File: src/rtl/lcdc_pkg.sv
package lcdc_pkg;

    localparam int LINE_PIXELS = 160;
    localparam int NUM_WORDS   = 18;
    localparam int IDX_W       = 5;
    localparam int COORD_MAX   = 255;
    localparam int POS_MAX     = LINE_PIXELS * COORD_MAX + COORD_MAX;
    localparam int POS_W       = $clog2(POS_MAX + 1);
    localparam int BIT_W       = POS_W + 2;
    localparam int QUEUE_DEPTH = 2;
    localparam int QPTR_W      = (QUEUE_DEPTH > 1) ? $clog2(QUEUE_DEPTH) : 1;
    localparam int QCNT_W      = $clog2(QUEUE_DEPTH + 1);

    localparam logic [1:0] MODE_READ  = 2'd0;
    localparam logic [1:0] MODE_WRITE = 2'd1;
    localparam logic [1:0] MODE_PIXEL = 2'd2;

    localparam logic [IDX_W-1:0] IDX_CON1   = 5'd0;
    localparam logic [IDX_W-1:0] IDX_CON2   = 5'd1;
    localparam logic [IDX_W-1:0] IDX_CON5   = 5'd4;
    localparam logic [IDX_W-1:0] IDX_SADDR1 = 5'd5;
    localparam logic [IDX_W-1:0] IDX_BLUE   = 5'd10;
    localparam logic [IDX_W-1:0] IDX_INTMSK = 5'd15;
    localparam logic [IDX_W-1:0] IDX_LPCSEL = 5'd16;

    localparam logic [31:0] CNT_MASK        = 32'h0ffc_0000;
    localparam logic [31:0] BASE_HI_MASK    = 32'h7fc0_0000;
    localparam logic [31:0] BASE_LO_MASK    = 32'h003f_fffe;
    localparam logic [31:0] WORD_ALIGN_MASK = 32'hffff_fffc;
    localparam logic [31:0] INTMSK_RESET    = 32'h0000_0003;
    localparam logic [31:0] LPCSEL_RESET    = 32'h0000_0004;
    localparam logic [31:0] INVALID_READ    = 32'hffff_ffff;
    localparam logic [31:0] DEPTH_4BPP      = 32'd0;
    localparam logic [31:0] DEPTH_2BPP      = 32'd1;

    typedef enum logic [1:0] {
        OP_READ,
        OP_WRITE,
        OP_PIXEL,
        OP_NONE
    } t_op_kind;

    typedef struct packed {
        t_op_kind         kind;
        logic             idx_valid;
        logic [IDX_W-1:0] reg_index;
        logic [31:0]      write_data;
        logic [POS_W-1:0] pix_pos;
        logic [31:0]      memory_word;
    } t_op;

endpackage

File: src/rtl/lcd_controller_registers_and_pixel_fetch.sv
// LCD controller register bank (18 words) with pixel address and gray lookup.
// Each transaction is a register read, a register write, a pixel lookup or (mode 3)
// a no-op, and gives exactly one result, in order. The block takes one transaction
// per clock and returns one result per clock while pop keeps up. Requests are
// decoded and the pixel's linear position is formed on the way in, then wait in a
// two-entry queue; a single execute stage that owns the register bank carries
// out one request per cycle, while pop keeps up, into the output register, which
// sets the rate. Reading word 0 steps its line counter; writes to word 0 keep
// the counter and flag a refresh request when bit 0 toggles. After reset all
// words are zero except the interrupt mask (3) and the pin select (4).
module lcd_controller_registers_and_pixel_fetch (
    input  logic                       i_clk,
    input  logic                       i_rst_n,
    input  logic                       push,
    output logic                       full,
    input  logic [1:0]                 i_mode,
    input  logic [lcdc_pkg::IDX_W-1:0] i_reg_index,
    input  logic [31:0]                i_write_data,
    input  logic [7:0]                 i_pixel_x,
    input  logic [7:0]                 i_pixel_y,
    input  logic [31:0]                i_memory_word,
    output logic                       empty,
    input  logic                       pop,
    output logic [31:0]                o_read_data,
    output logic [31:0]                o_fetch_address,
    output logic [3:0]                 o_gray_level,
    output logic                       o_refresh_request
);
    import lcdc_pkg::*;

    t_op  front_op;
    t_op  queue_op;
    logic queue_valid;
    logic back_take;
    logic out_valid;

    lcdc_front u_front (
        .i_mode        (i_mode),
        .i_reg_index   (i_reg_index),
        .i_write_data  (i_write_data),
        .i_pixel_x     (i_pixel_x),
        .i_pixel_y     (i_pixel_y),
        .i_memory_word (i_memory_word),
        .o_op          (front_op)
    );

    lcdc_queue u_queue (
        .i_clk   (i_clk),
        .i_rst_n (i_rst_n),
        .i_push  (push),
        .i_op    (front_op),
        .o_full  (full),
        .o_valid (queue_valid),
        .o_op    (queue_op),
        .i_pop   (back_take)
    );

    lcdc_back u_back (
        .i_clk             (i_clk),
        .i_rst_n           (i_rst_n),
        .i_valid           (queue_valid),
        .i_op              (queue_op),
        .o_take            (back_take),
        .o_out_valid       (out_valid),
        .i_out_pop         (pop),
        .o_read_data       (o_read_data),
        .o_fetch_address   (o_fetch_address),
        .o_gray_level      (o_gray_level),
        .o_refresh_request (o_refresh_request)
    );

    assign empty = !out_valid;

endmodule

File: src/rtl/lcdc_front.sv
module lcdc_front (
    input  logic [1:0]               i_mode,
    input  logic [lcdc_pkg::IDX_W-1:0] i_reg_index,
    input  logic [31:0]              i_write_data,
    input  logic [7:0]               i_pixel_x,
    input  logic [7:0]               i_pixel_y,
    input  logic [31:0]              i_memory_word,
    output lcdc_pkg::t_op            o_op
);
    import lcdc_pkg::*;

    t_op_kind         kind;
    logic [POS_W-1:0] row_pos;

    always_comb begin
        case (i_mode)
            MODE_READ:  kind = OP_READ;
            MODE_WRITE: kind = OP_WRITE;
            MODE_PIXEL: kind = OP_PIXEL;
            default:    kind = OP_NONE;
        endcase
    end

    // linear pixel position does not depend on register state, so work it out here
    assign row_pos = POS_W'(i_pixel_y) * POS_W'(LINE_PIXELS);

    always_comb begin
        o_op.kind        = kind;
        o_op.idx_valid   = (i_reg_index < IDX_W'(NUM_WORDS));
        o_op.reg_index   = i_reg_index;
        o_op.write_data  = i_write_data;
        o_op.pix_pos     = row_pos + POS_W'(i_pixel_x);
        o_op.memory_word = i_memory_word;
    end

endmodule

File: src/rtl/lcdc_queue.sv
module lcdc_queue (
    input  logic          i_clk,
    input  logic          i_rst_n,
    input  logic          i_push,
    input  lcdc_pkg::t_op i_op,
    output logic          o_full,
    output logic          o_valid,
    output lcdc_pkg::t_op o_op,
    input  logic          i_pop
);
    import lcdc_pkg::*;

    t_op               r_slot [QUEUE_DEPTH];
    logic [QPTR_W-1:0] r_wr_ptr, n_wr_ptr;
    logic [QPTR_W-1:0] r_rd_ptr, n_rd_ptr;
    logic [QCNT_W-1:0] r_count, n_count;
    logic              do_push, do_pop;

    assign o_full  = (r_count == QCNT_W'(QUEUE_DEPTH));
    assign o_valid = (r_count != '0);
    assign o_op    = r_slot[r_rd_ptr];
    assign do_push = i_push && !o_full;
    assign do_pop  = i_pop && o_valid;

    always_comb begin
        n_wr_ptr = r_wr_ptr;
        n_rd_ptr = r_rd_ptr;
        n_count  = r_count;
        if (do_push) begin
            n_wr_ptr = (r_wr_ptr == QPTR_W'(QUEUE_DEPTH - 1)) ? '0 : r_wr_ptr + 1'b1;
        end
        if (do_pop) begin
            n_rd_ptr = (r_rd_ptr == QPTR_W'(QUEUE_DEPTH - 1)) ? '0 : r_rd_ptr + 1'b1;
        end
        case ({do_push, do_pop})
            2'b10:   n_count = r_count + 1'b1;
            2'b01:   n_count = r_count - 1'b1;
            default: n_count = r_count;
        endcase
    end

    always_ff @(posedge i_clk) begin
        if (!i_rst_n) begin
            r_wr_ptr <= '0;
            r_rd_ptr <= '0;
            r_count  <= '0;
        end else begin
            r_wr_ptr <= n_wr_ptr;
            r_rd_ptr <= n_rd_ptr;
            r_count  <= n_count;
        end
    end

    always_ff @(posedge i_clk) begin
        if (do_push) begin
            r_slot[r_wr_ptr] <= i_op;
        end
    end

endmodule

File: src/rtl/lcdc_back.sv
module lcdc_back (
    input  logic          i_clk,
    input  logic          i_rst_n,
    input  logic          i_valid,
    input  lcdc_pkg::t_op i_op,
    output logic          o_take,
    output logic          o_out_valid,
    input  logic          i_out_pop,
    output logic [31:0]   o_read_data,
    output logic [31:0]   o_fetch_address,
    output logic [3:0]    o_gray_level,
    output logic          o_refresh_request
);
    import lcdc_pkg::*;

    logic [31:0]      r_bank [NUM_WORDS];
    logic             r_out_valid;
    logic [31:0]      r_read_data, n_read_data;
    logic [31:0]      r_fetch_address, n_fetch_address;
    logic [3:0]       r_gray_level, n_gray_level;
    logic             r_refresh_request, n_refresh_request;

    logic             take;
    logic             wr_en;
    logic [IDX_W-1:0] wr_idx;
    logic [31:0]      wr_data;
    logic [31:0]      con1;
    logic [9:0]       cnt, n_cnt;
    logic [31:0]      con1_stepped;
    logic [BIT_W-1:0] pos_ext, bit_off;
    logic [31:0]      start_sh, base;
    logic [31:0]      pix_word;
    logic [31:0]      blue_sh;
    logic [3:0]       pix_gray;

    assign take        = i_valid && (!r_out_valid || i_out_pop);
    assign o_take      = take;
    assign o_out_valid = r_out_valid;

    // line counter steps down on each read of word 0, reload from word 1 at zero
    assign con1         = r_bank[IDX_CON1];
    assign cnt          = con1[27:18];
    assign n_cnt        = (cnt != '0) ? cnt - 1'b1 : r_bank[IDX_CON2][23:14];
    assign con1_stepped = {con1[31:28], n_cnt, con1[17:0]};

    assign pos_ext  = BIT_W'(i_op.pix_pos);
    assign start_sh = r_bank[IDX_SADDR1] << 1;
    assign base     = (start_sh & BASE_HI_MASK) | (start_sh & BASE_LO_MASK);

    always_comb begin
        if (r_bank[IDX_CON5] == DEPTH_4BPP) begin
            bit_off = pos_ext << 2;
        end else if (r_bank[IDX_CON5] == DEPTH_2BPP) begin
            bit_off = pos_ext << 1;
        end else begin
            bit_off = pos_ext;
        end
    end

    assign pix_word = i_op.memory_word >> bit_off[4:0];
    assign blue_sh  = r_bank[IDX_BLUE] >> {pix_word[1:0], 2'b00};

    always_comb begin
        if (r_bank[IDX_CON5] == DEPTH_4BPP) begin
            pix_gray = pix_word[3:0];
        end else if (r_bank[IDX_CON5] == DEPTH_2BPP) begin
            pix_gray = blue_sh[3:0];
        end else begin
            pix_gray = {4{pix_word[0]}};
        end
    end

    always_comb begin
        n_read_data       = '0;
        n_fetch_address   = '0;
        n_gray_level      = '0;
        n_refresh_request = 1'b0;
        wr_en             = 1'b0;
        wr_idx            = i_op.reg_index;
        wr_data           = i_op.write_data;
        case (i_op.kind)
            OP_READ: begin
                if (!i_op.idx_valid) begin
                    n_read_data = INVALID_READ;
                end else if (i_op.reg_index == IDX_CON1) begin
                    n_read_data = con1_stepped;
                    wr_en       = 1'b1;
                    wr_data     = con1_stepped;
                end else begin
                    n_read_data = r_bank[i_op.reg_index];
                end
            end
            OP_WRITE: begin
                if (i_op.idx_valid) begin
                    wr_en = 1'b1;
                    if (i_op.reg_index == IDX_CON1) begin
                        n_refresh_request = con1[0] ^ i_op.write_data[0];
                        wr_data = (con1 & CNT_MASK) | (i_op.write_data & ~CNT_MASK);
                    end
                end
            end
            OP_PIXEL: begin
                n_fetch_address = base + (32'(bit_off >> 3) & WORD_ALIGN_MASK);
                n_gray_level    = pix_gray;
            end
            default: begin
            end
        endcase
    end

    always_ff @(posedge i_clk) begin
        if (!i_rst_n) begin
            for (int i = 0; i < NUM_WORDS; i++) begin
                r_bank[i] <= '0;
            end
            r_bank[IDX_INTMSK] <= INTMSK_RESET;
            r_bank[IDX_LPCSEL] <= LPCSEL_RESET;
        end else if (take && wr_en) begin
            r_bank[wr_idx] <= wr_data;
        end
    end

    always_ff @(posedge i_clk) begin
        if (!i_rst_n) begin
            r_out_valid <= 1'b0;
        end else if (take) begin
            r_out_valid <= 1'b1;
        end else if (i_out_pop) begin
            r_out_valid <= 1'b0;
        end
    end

    always_ff @(posedge i_clk) begin
        if (take) begin
            r_read_data       <= n_read_data;
            r_fetch_address   <= n_fetch_address;
            r_gray_level      <= n_gray_level;
            r_refresh_request <= n_refresh_request;
        end
    end

    assign o_read_data       = r_read_data;
    assign o_fetch_address   = r_fetch_address;
    assign o_gray_level      = r_gray_level;
    assign o_refresh_request = r_refresh_request;

endmodule
File: config.mk
export PLATFORM = sky130hd
export DESIGN_NAME = lcd_controller_registers_and_pixel_fetch
export DESIGN_NICKNAME = d
export VERILOG_FILES = /design/src/rtl/lcdc_pkg.sv /design/src/rtl/lcd_controller_registers_and_pixel_fetch.sv /design/src/rtl/lcdc_front.sv /design/src/rtl/lcdc_queue.sv /design/src/rtl/lcdc_back.sv
export SDC_FILE = /design/constraint.sdc
export NUM_CORES = 2
export LEC_CHECK = 0
export BUFFER_PORTS_ARGS = -buffer_cell sky130_fd_sc_hd__buf_2
export CAP_MARGIN = 5
export CELL_PAD_IN_SITES_DETAIL_PLACEMENT = 0
export CELL_PAD_IN_SITES_GLOBAL_PLACEMENT = 1
export CORE_MARGIN = 3
export CORE_UTILIZATION = 48
export CTS_CLUSTER_SIZE = 16
export DETAILED_ROUTE_END_ITERATION = 16
export PLACE_DENSITY = 0.79
export SYNTH_ARGS = -nofsm -noshare
export SYNTH_HDL_FRONTEND = slang
export SYNTH_HIERARCHICAL = 1
export SYNTH_SLANG_ARGS = --single-unit
File: constraint.sdc
create_clock -name i_clk -period 4.7 [get_ports i_clk]
set_clock_uncertainty 0.05 [all_clocks]
set_input_delay 0.235 -clock i_clk [delete_from_list [all_inputs] [get_ports i_clk]]
set_output_delay 0.235 -clock i_clk [all_outputs]
set_load 0.01 [all_outputs]
Word-level counts from Yosys, hierarchy flattened

Memory sizes are Yosys's and may differ from the RTL's. A register that Yosys moved wholly into a read port is not among the register bits.
Cells that the tools add are included.

Add/sub/neg operators: 7
Multiply operators: 1
Magnitude comparators: 1
Equal/unequal tests: 8
Shift-type cells: 2
Mux-type cells: 35
Bitwise operators: 5
Reductions and logical operators: 17

Operator list:

| cell                    | number |
|---|---|
| $mux W32                | 9 |
| $pmux W32 S2            | 1 |
| $add A32 B15 Y32        | 1 |
| $eq A32 B1 Y1 const B   | 1 |
| $logic_not A32 Y1       | 1 |
| $or A28 B32 Y32         | 1 |
| $reduce_or A32 Y1       | 1 |
| $shr A32 B4 Y4          | 1 |
| $shr A32 B5 Y4          | 1 |
| $or A31 B22 Y31         | 1 |
| $mux W18                | 1 |
| $mux W17                | 1 |
| $add A16 B8 Y16         | 1 |
| $mux W1                 | 16 |
| $mul A8 B3 Y11 const B  | 1 |
| $mux W10                | 1 |
| $reduce_bool A10 Y1     | 1 |
| $sub A10 B1 Y10 const B | 1 |
| $eq A2 B2 Y1 const B    | 4 |
| $mux W4                 | 2 |
| $eq A2 B1 Y1 const B    | 3 |
| $pmux W2 S3             | 1 |
| $reduce_bool A2 Y1      | 3 |
| $logic_not A5 Y1        | 1 |
| other kinds (14)        | 21 |

Register bits: 74
Bits in writable memories: 752
Input port bits: 91
Output and inout bits: 71
Word-level logic and storage cells: 86
Memories: 2

Memory list:

| memory         | words | bits a word | rd ports | clocked after memory_dff | wr ports | line             | text |
|---|---|---|---|---|---|---|---|
| u_back.r_bank  | 18    | 32          | 6        | 0                        | 18       | lcdc_back.sv:16  | `logic [31:0] r_bank [NUM_WORDS];` |
| u_queue.r_slot | 2     | 88          | 1        | 1                        | 1        | lcdc_queue.sv:13 | `t_op r_slot [QUEUE_DEPTH];` |

Longest topological paths before layout

Depth in word-level cells: 10
Gate-level depth with buffers: 20
Mapped depth without buffers: 16

Modules after synthesis

Netlist, hierarchy kept.

By module, submodules not included:

| module                                   | instances | cells an instance | area each (um2) | sequential area each (um2) |
|---|---|---|---|---|
| lcdc_back                                | 1         | 3117              | 48537.8         | 32811.5 |
| lcdc_queue                               | 1         | 300               | 6576.3          | 5385.2 |
| lcdc_front                               | 1         | 142               | 1152.4          | 0.0 |
| lcd_controller_registers_and_pixel_fetch | 1         | 1                 | 3.8             | 0.0 |

Worst setup path after synthesis

Ideal clock, no wire load.

Kind: register to register
From: mem u_back.r_bank[4][12]
To: reg u_back.r_fetch_address[15] (netlist: u_back/o_fetch_address[15]), data pin
Setup time: 266 ps
Arrival time: 4438 ps
Setup slack: -54 ps
Cell stages (with the launch flop): 20
Buffers on the path: 5
Path through: edfxtp_1 nor4_1 nand2_1 or4_1 buf_6 buf_6 clkbuf_1 clkbuf_1 o21ai_0 ha_1 a21o_1 a21o_1 a2111o_1 nand2_1 o2111ai_1 a31o_2 a21oi_1 clkbuf_1 xor2_1 nor2_1

RTL lines:

| what                   | line             | text |
|---|---|---|
| start: declaration     | lcdc_back.sv:16  |  |
| end signal: assignment | lcdc_back.sv:136 | `r_fetch_address <= n_fetch_address;` |
| end: declaration       | lcdc_back.sv:19  | `logic [31:0] r_fetch_address, n_fetch_address;` |

==> impl_results.html <==
<table>
<tr><th>Metric</th><th>Value</th></tr>
<tr><th colspan="2">Place</th></tr>
<tr><td>Placed cell count</td><td>~5100</td></tr>
<tr><td>Post-detail-place hpwl</td><td>between 90 and 100 mm</td></tr>
<tr><td>RePlAce Congestion</td><td>0.879</td></tr>
<tr><td>Cell area reported after detailed placement</td><td>around 60000 um^2</td></tr>
<tr><td>PortBufs</td><td>160</td></tr>
<tr><th colspan="2">Routing</th></tr>
<tr><td>Routed via count</td><td>around 33000</td></tr>
<tr><td>Post-Route WL</td><td>between 150 and 200 mm</td></tr>
<tr><td>Initial DRC Count</td><td>~4200</td></tr>
<tr><td>Average wire length per cell after detail routing</td><td>approximately 28 um</td></tr>
<tr><td>Number of antenna-violating nets in the routed design</td><td>0</td></tr>
<tr><td>Drt first pass iters</td><td>6</td></tr>
<tr><td>DR vias/cell</td><td>just over 6</td></tr>
<tr><td>Post-route DRC violation count</td><td>0</td></tr>
<tr><th colspan="2">Clock tree</th></tr>
<tr><td>Worst-path clk slew</td><td>roughly 0.06 ns</td></tr>
<tr><td>Sinks on the clock net</td><td>approximately 1300</td></tr>
<tr><td>Number of buffers inserted to repair setup after CTS</td><td>0</td></tr>
<tr><td>Root cell of the clock tree</td><td>sky130_fd_sc_hd__clkbuf_16</td></tr>
<tr><td>Clock latency on the worst-skew pair</td><td>0.75 ns</td></tr>
<tr><td>Number of buffers created by CTS</td><td>approximately 130</td></tr>
<tr><td>Max H-tree Level</td><td>4</td></tr>
<tr><td>Worst-case clock buffer depth</td><td>3</td></tr>
<tr><td>CTS tree</td><td>done</td></tr>
<tr><th colspan="2">STA</th></tr>
<tr><td>Pins over their slew limit</td><td>0</td></tr>
<tr><td>Worst slew slack as a fraction of its limit</td><td>0.336</td></tr>
<tr><td>Setup violations, final</td><td>0</td></tr>
<tr><td>RSZ-0062 raised after global routing</td><td>no</td></tr>
<tr><td>Number of endpoints with negative hold slack in the final report</td><td>0</td></tr>
<tr><td>Transition at the pin with the smallest max-transition slack</td><td>roughly 1 ns</td></tr>
<tr><td>Fin crit share</td><td>0.952</td></tr>
<tr><td>Minimum clock period after layout</td><td>4.48 ns</td></tr>
<tr><td>FMAX</td><td>approximately 0.22 GHz</td></tr>
<tr><th colspan="2">Die</th></tr>
<tr><td>Initial core utilization</td><td>0.488</td></tr>
<tr><td>X dimension of the die</td><td>about 350 um</td></tr>
<tr><td>Area of the core</td><td>about 120000 um^2</td></tr>
<tr><td>Die Y</td><td>between 300 and 400 um</td></tr>
<tr><td>Floorplan die area</td><td>121000 um^2</td></tr>
<tr><td>Count of pins on the block boundary</td><td>between 150 and 200</td></tr>
<tr><td>Number of rows in the core area</td><td>around 120</td></tr>
<tr><th colspan="2">Synth</th></tr>
<tr><td>Area share of the largest cell type after synthesis</td><td>0.677</td></tr>
<tr><td>Most common cell in the synthesized netlist</td><td>sky130_fd_sc_hd__edfxtp_1</td></tr>
<tr><td>Fraction of the mapped netlist area in adder cells</td><td>0.00774</td></tr>
<tr><td>Largest family of logic cells by synthesized area</td><td>multiplexers</td></tr>
<tr><td>Post-synth top area cell</td><td>sky130_fd_sc_hd__edfxtp_1</td></tr>
<tr><td>Syn Inst Count</td><td>between 3000 and 4000</td></tr>
<tr><td>Synth Cell Area</td><td>56300 um^2</td></tr>
<tr><td>Compound-cell area share of the yosys netlist</td><td>0.0312</td></tr>
<tr><td>Commonest cells in the netlist</td><td>sky130_fd_sc_hd__edfxtp_1 (1268), sky130_fd_sc_hd__nor2_1 (692), sky130_fd_sc_hd__mux4_2 (321)</td></tr>
<tr><td>Portion of the post-synthesis area used by sequential elements</td><td>0.679</td></tr>
<tr><td>Largest cells by area after synthesis</td><td>sky130_fd_sc_hd__edfxtp_1 (68%), sky130_fd_sc_hd__mux4_2 (13%), sky130_fd_sc_hd__nor2_1 (4.6%)</td></tr>
<tr><td>Synthesized Nets</td><td>around 3700</td></tr>
<tr><td>Share of flip-flops with an asynchronous set or reset after synthesis</td><td>0</td></tr>
<tr><td>Simple-gate area share of the yosys netlist</td><td>0.0779</td></tr>
<tr><td>Primary flip-flop cell chosen by synthesis mapping</td><td>sky130_fd_sc_hd__edfxtp_1</td></tr>
<tr><td>Post-Synth XOR/XNOR Area</td><td>0.00607</td></tr>
<tr><td>Number of warnings issued by yosys</td><td>6</td></tr>
<tr><td>Count of state elements after synthesis</td><td>about 1300</td></tr>
<tr><td>Average cell area after synthesis</td><td>between 15 and 20 um^2</td></tr>
<tr><td>Count of unique library cells instantiated by Yosys</td><td>83</td></tr>
<tr><td>Number of enable-type register cells in the synthesized netlist</td><td>between 1000 and 1500</td></tr>
<tr><td>Multiplexer share of the synthesized area</td><td>0.165</td></tr>
<tr><th colspan="2">Setup path</th></tr>
<tr><td>Critical path class</td><td>flop to flop</td></tr>
<tr><td>Element type at the critical path end</td><td>flop</td></tr>
<tr><td>Required @ worst endpoint</td><td>around 5 ns</td></tr>
<tr><td>R2R Path Start</td><td>u_back/r_bank[4][13]$_SDFFCE_PN0P_</td></tr>
<tr><td>FF-to-FF setup slack</td><td>0.22 ns</td></tr>
<tr><td>Crit Path Max Fanout</td><td>19</td></tr>
<tr><td>Worst Reg2Reg Path Length in Cells</td><td>15</td></tr>
<tr><td>R2r endpoint</td><td>u_back/o_fetch_address[15]$_SDFFCE_PP0P_</td></tr>
<tr><td>CP Launch Type</td><td>flop</td></tr>
<tr><td>Data arrival time of the worst path</td><td>just under 5 ns</td></tr>
<tr><th colspan="2">GRT</th></tr>
<tr><td>Global-route wire length before repair</td><td>approximately 220 mm</td></tr>
<tr><td>Via count of the first global-routing pass</td><td>about 33000</td></tr>
<tr><td>Overall overflow remaining after global route</td><td>0</td></tr>
<tr><td>Largest net degree at the start of global routing</td><td>approximately 150</td></tr>
<tr><td>Initial antenna violation count</td><td>2</td></tr>
<tr><td>Total routing resource utilization after global routing</td><td>0.251</td></tr>
<tr><th colspan="2">Layout</th></tr>
<tr><td>Post-layout instance area</td><td>between 60000 and 70000 um^2</td></tr>
<tr><td>Final-stage net count</td><td>3910</td></tr>
<tr><td>Final cell count without fillers</td><td>roughly 5400</td></tr>
<tr><td>Area Growth Syn to Fin</td><td>14.3%</td></tr>
<tr><td>Core Util, Final</td><td>0.558</td></tr>
<tr><td>Fraction of final layout cells sized beyond drive strength 1</td><td>0.256</td></tr>
<tr><th colspan="2">Run status</th></tr>
<tr><td>Result of the run</td><td>completed</td></tr>
<tr><th colspan="2">Job</th></tr>
<tr><td>Max-capacitance violation count</td><td>0</td></tr>
<tr><th colspan="2">Power and ir drop</th></tr>
<tr><td>Worst VDD drop</td><td>~0.37 mV</td></tr>
<tr><td>Post-route total power</td><td>31.8 mW</td></tr>
<tr><td>Leak</td><td>22.8 nW</td></tr>
<tr><td>Total power density per cell area</td><td>495 nW/um^2</td></tr>
<tr><th colspan="2">Worst hold path</th></tr>
<tr><td>Worst hold path startpoint</td><td>i_pixel_y[1]</td></tr>
<tr><td>Worst hold path type</td><td>input pin to flop</td></tr>
<tr><td>Hold-critical path endpoint</td><td>u_queue/r_slot[1][38]$_DFFE_PP_</td></tr>
<tr><td>Number of stages on the worst hold path</td><td>4</td></tr>
</table>
worst max-delay path, cell delays in order (launching register included):
cell and delay [ns]:
sky130_fd_sc_hd__edfxtp_1 0.42, sky130_fd_sc_hd__nor4_2 0.35, sky130_fd_sc_hd__nand2_2 0.21, sky130_fd_sc_hd__or4_4 0.62
sky130_fd_sc_hd__buf_4 0.22, sky130_fd_sc_hd__o21ai_0 0.21, sky130_fd_sc_hd__ha_1 0.30, sky130_fd_sc_hd__a21o_1 0.21
sky130_fd_sc_hd__a2111o_1 0.45, sky130_fd_sc_hd__nand2_1 0.10, sky130_fd_sc_hd__o2111ai_1 0.21, sky130_fd_sc_hd__a31o_2 0.29
sky130_fd_sc_hd__a21oi_1 0.15, sky130_fd_sc_hd__buf_4 0.23, sky130_fd_sc_hd__xor2_1 0.16, sky130_fd_sc_hd__nor2_1 0.05
worst max-delay path by stage:
stage,startpoint,end,depth (start not counted)
6_report,u_back/r_bank[4][13]$_SDFFCE_PN0P_,u_back/o_fetch_address[15]$_SDFFCE_PP0P_,15
5_1_grt,u_back/r_bank[4][2]$_SDFFCE_PN0P_,u_back/o_fetch_address[15]$_SDFFCE_PP0P_,15
4_1_cts,u_back/r_bank[4][13]$_SDFFCE_PN0P_,u_back/o_fetch_address[15]$_SDFFCE_PP0P_,15
3_5_place_dp,u_back/r_bank[4][13]$_SDFFCE_PN0P_,u_back/o_fetch_address[16]$_SDFFCE_PP0P_,16
3_3_place_gp,u_back/r_bank[4][12]$_SDFFCE_PN0P_,u_back/o_fetch_address[18]$_SDFFCE_PP0P_,16
2_1_floorplan,u_back/r_bank[4][12]$_SDFFCE_PN0P_,u_back/o_fetch_address[15]$_SDFFCE_PP0P_,19
power by group:
group | internal, mW | switching, mW | leakage, nW
registers | 13.4 | 0.385 | 13.3
clock network | 5.89 | 4.29 | 2.02
logic | 3.30 | 4.58 | 7.51
total | 22.6 | 9.25 | 22.8
cell type report:
class	instances	area, um^2
fillers	8838	51000
flip-flops and latches	1274	38200
multi-input cells	1890	16400
clock buffers	167	3500
repair buffers	435	3430
well taps	1512	1890
clock inverters	64	659
inverters	54	209
diodes	3	7.51
layout by cell type, fill, tap and decap left out, types with 44 or more instances in the layout:
| cell | instances |
|---|---|
| sky130_fd_sc_hd__a21oi_1 | 48 |
| sky130_fd_sc_hd__clkbuf_16 | 135 |
| sky130_fd_sc_hd__nor3_1 | 44 |
| sky130_fd_sc_hd__mux2i_1 | 95 |
| sky130_fd_sc_hd__buf_4 | 163 |
| sky130_fd_sc_hd__dlygate4sd3_1 | 84 |
| sky130_fd_sc_hd__buf_2 | 160 |
| sky130_fd_sc_hd__mux2_2 | 96 |
| sky130_fd_sc_hd__nor2_1 | 678 |
| sky130_fd_sc_hd__edfxtp_1 | 1268 |
| sky130_fd_sc_hd__nand2_1 | 134 |
| sky130_fd_sc_hd__mux4_2 | 321 |
| sky130_fd_sc_hd__inv_1 | 51 |
| sky130_fd_sc_hd__o21ai_0 | 76 |
per-layer routing:
layer,up-vias,wire (um),track usage
met5,-,0,0
met4,0,5060,0.0847
met3,281,15200,0.0480
met2,1906,70400,0.386
met1,17167,61200,0.363
li1,13982,-,-
state kept, by name, summed over array words and instances, names as in the netlist, named ones only:
register and flops:
u_back/r_bank 1024, u_back/o_fetch_address 31, u_queue/r_slot 176, u_back/o_out_valid 1
u_queue/r_rd_ptr 1, u_back/o_refresh_request 1, u_queue/r_count 2, u_back/o_read_data 32
u_queue/r_wr_ptr 1, u_back/o_gray_level 4
what timing repair did:
item / 4_1_cts / 5_1_grt
hold buffers: 84 / 0
setup endpoints to repair: 8 / 18
gates resized for setup: 1 / 7
gates cloned: 0 / 0
pin swaps: 0 / 1
endpoints found under the hold margin: 167 / 0
cells by family (layout without fill, tap and decap cells):
| group | count (synthesis) | after routing |
|---|---|---|
| flip-flops | 1274 | 1274 |
| adder cells (fa/ha/maj) | 33 | 33 |
| buffers and inverters | 396 | 720 |
| other | 1 | 4 |
| XOR/XNOR | 39 | 39 |
| AO/OA/AOI/OAI | 266 | 266 |
| multiplexers | 515 | 515 |
| AND/OR/NAND/NOR | 1036 | 1036 |
per-stage QoR:
stage / hold WS (ns) / TNS [ns] / setup WS [ns]
CTS: 0.00429 / 0 / 0.0510
finish: 0.0507 / 0 / 0.225
floorplan: 0.307 / 0 / 0.00228
global route: 0.0349 / 0 / 0.0136
detailed placement: 0.376 / -0.466 / -0.0820
global placement: 0.374 / -0.129 / -0.0305
Note: power is estimated with default switching activity, not from simulation.
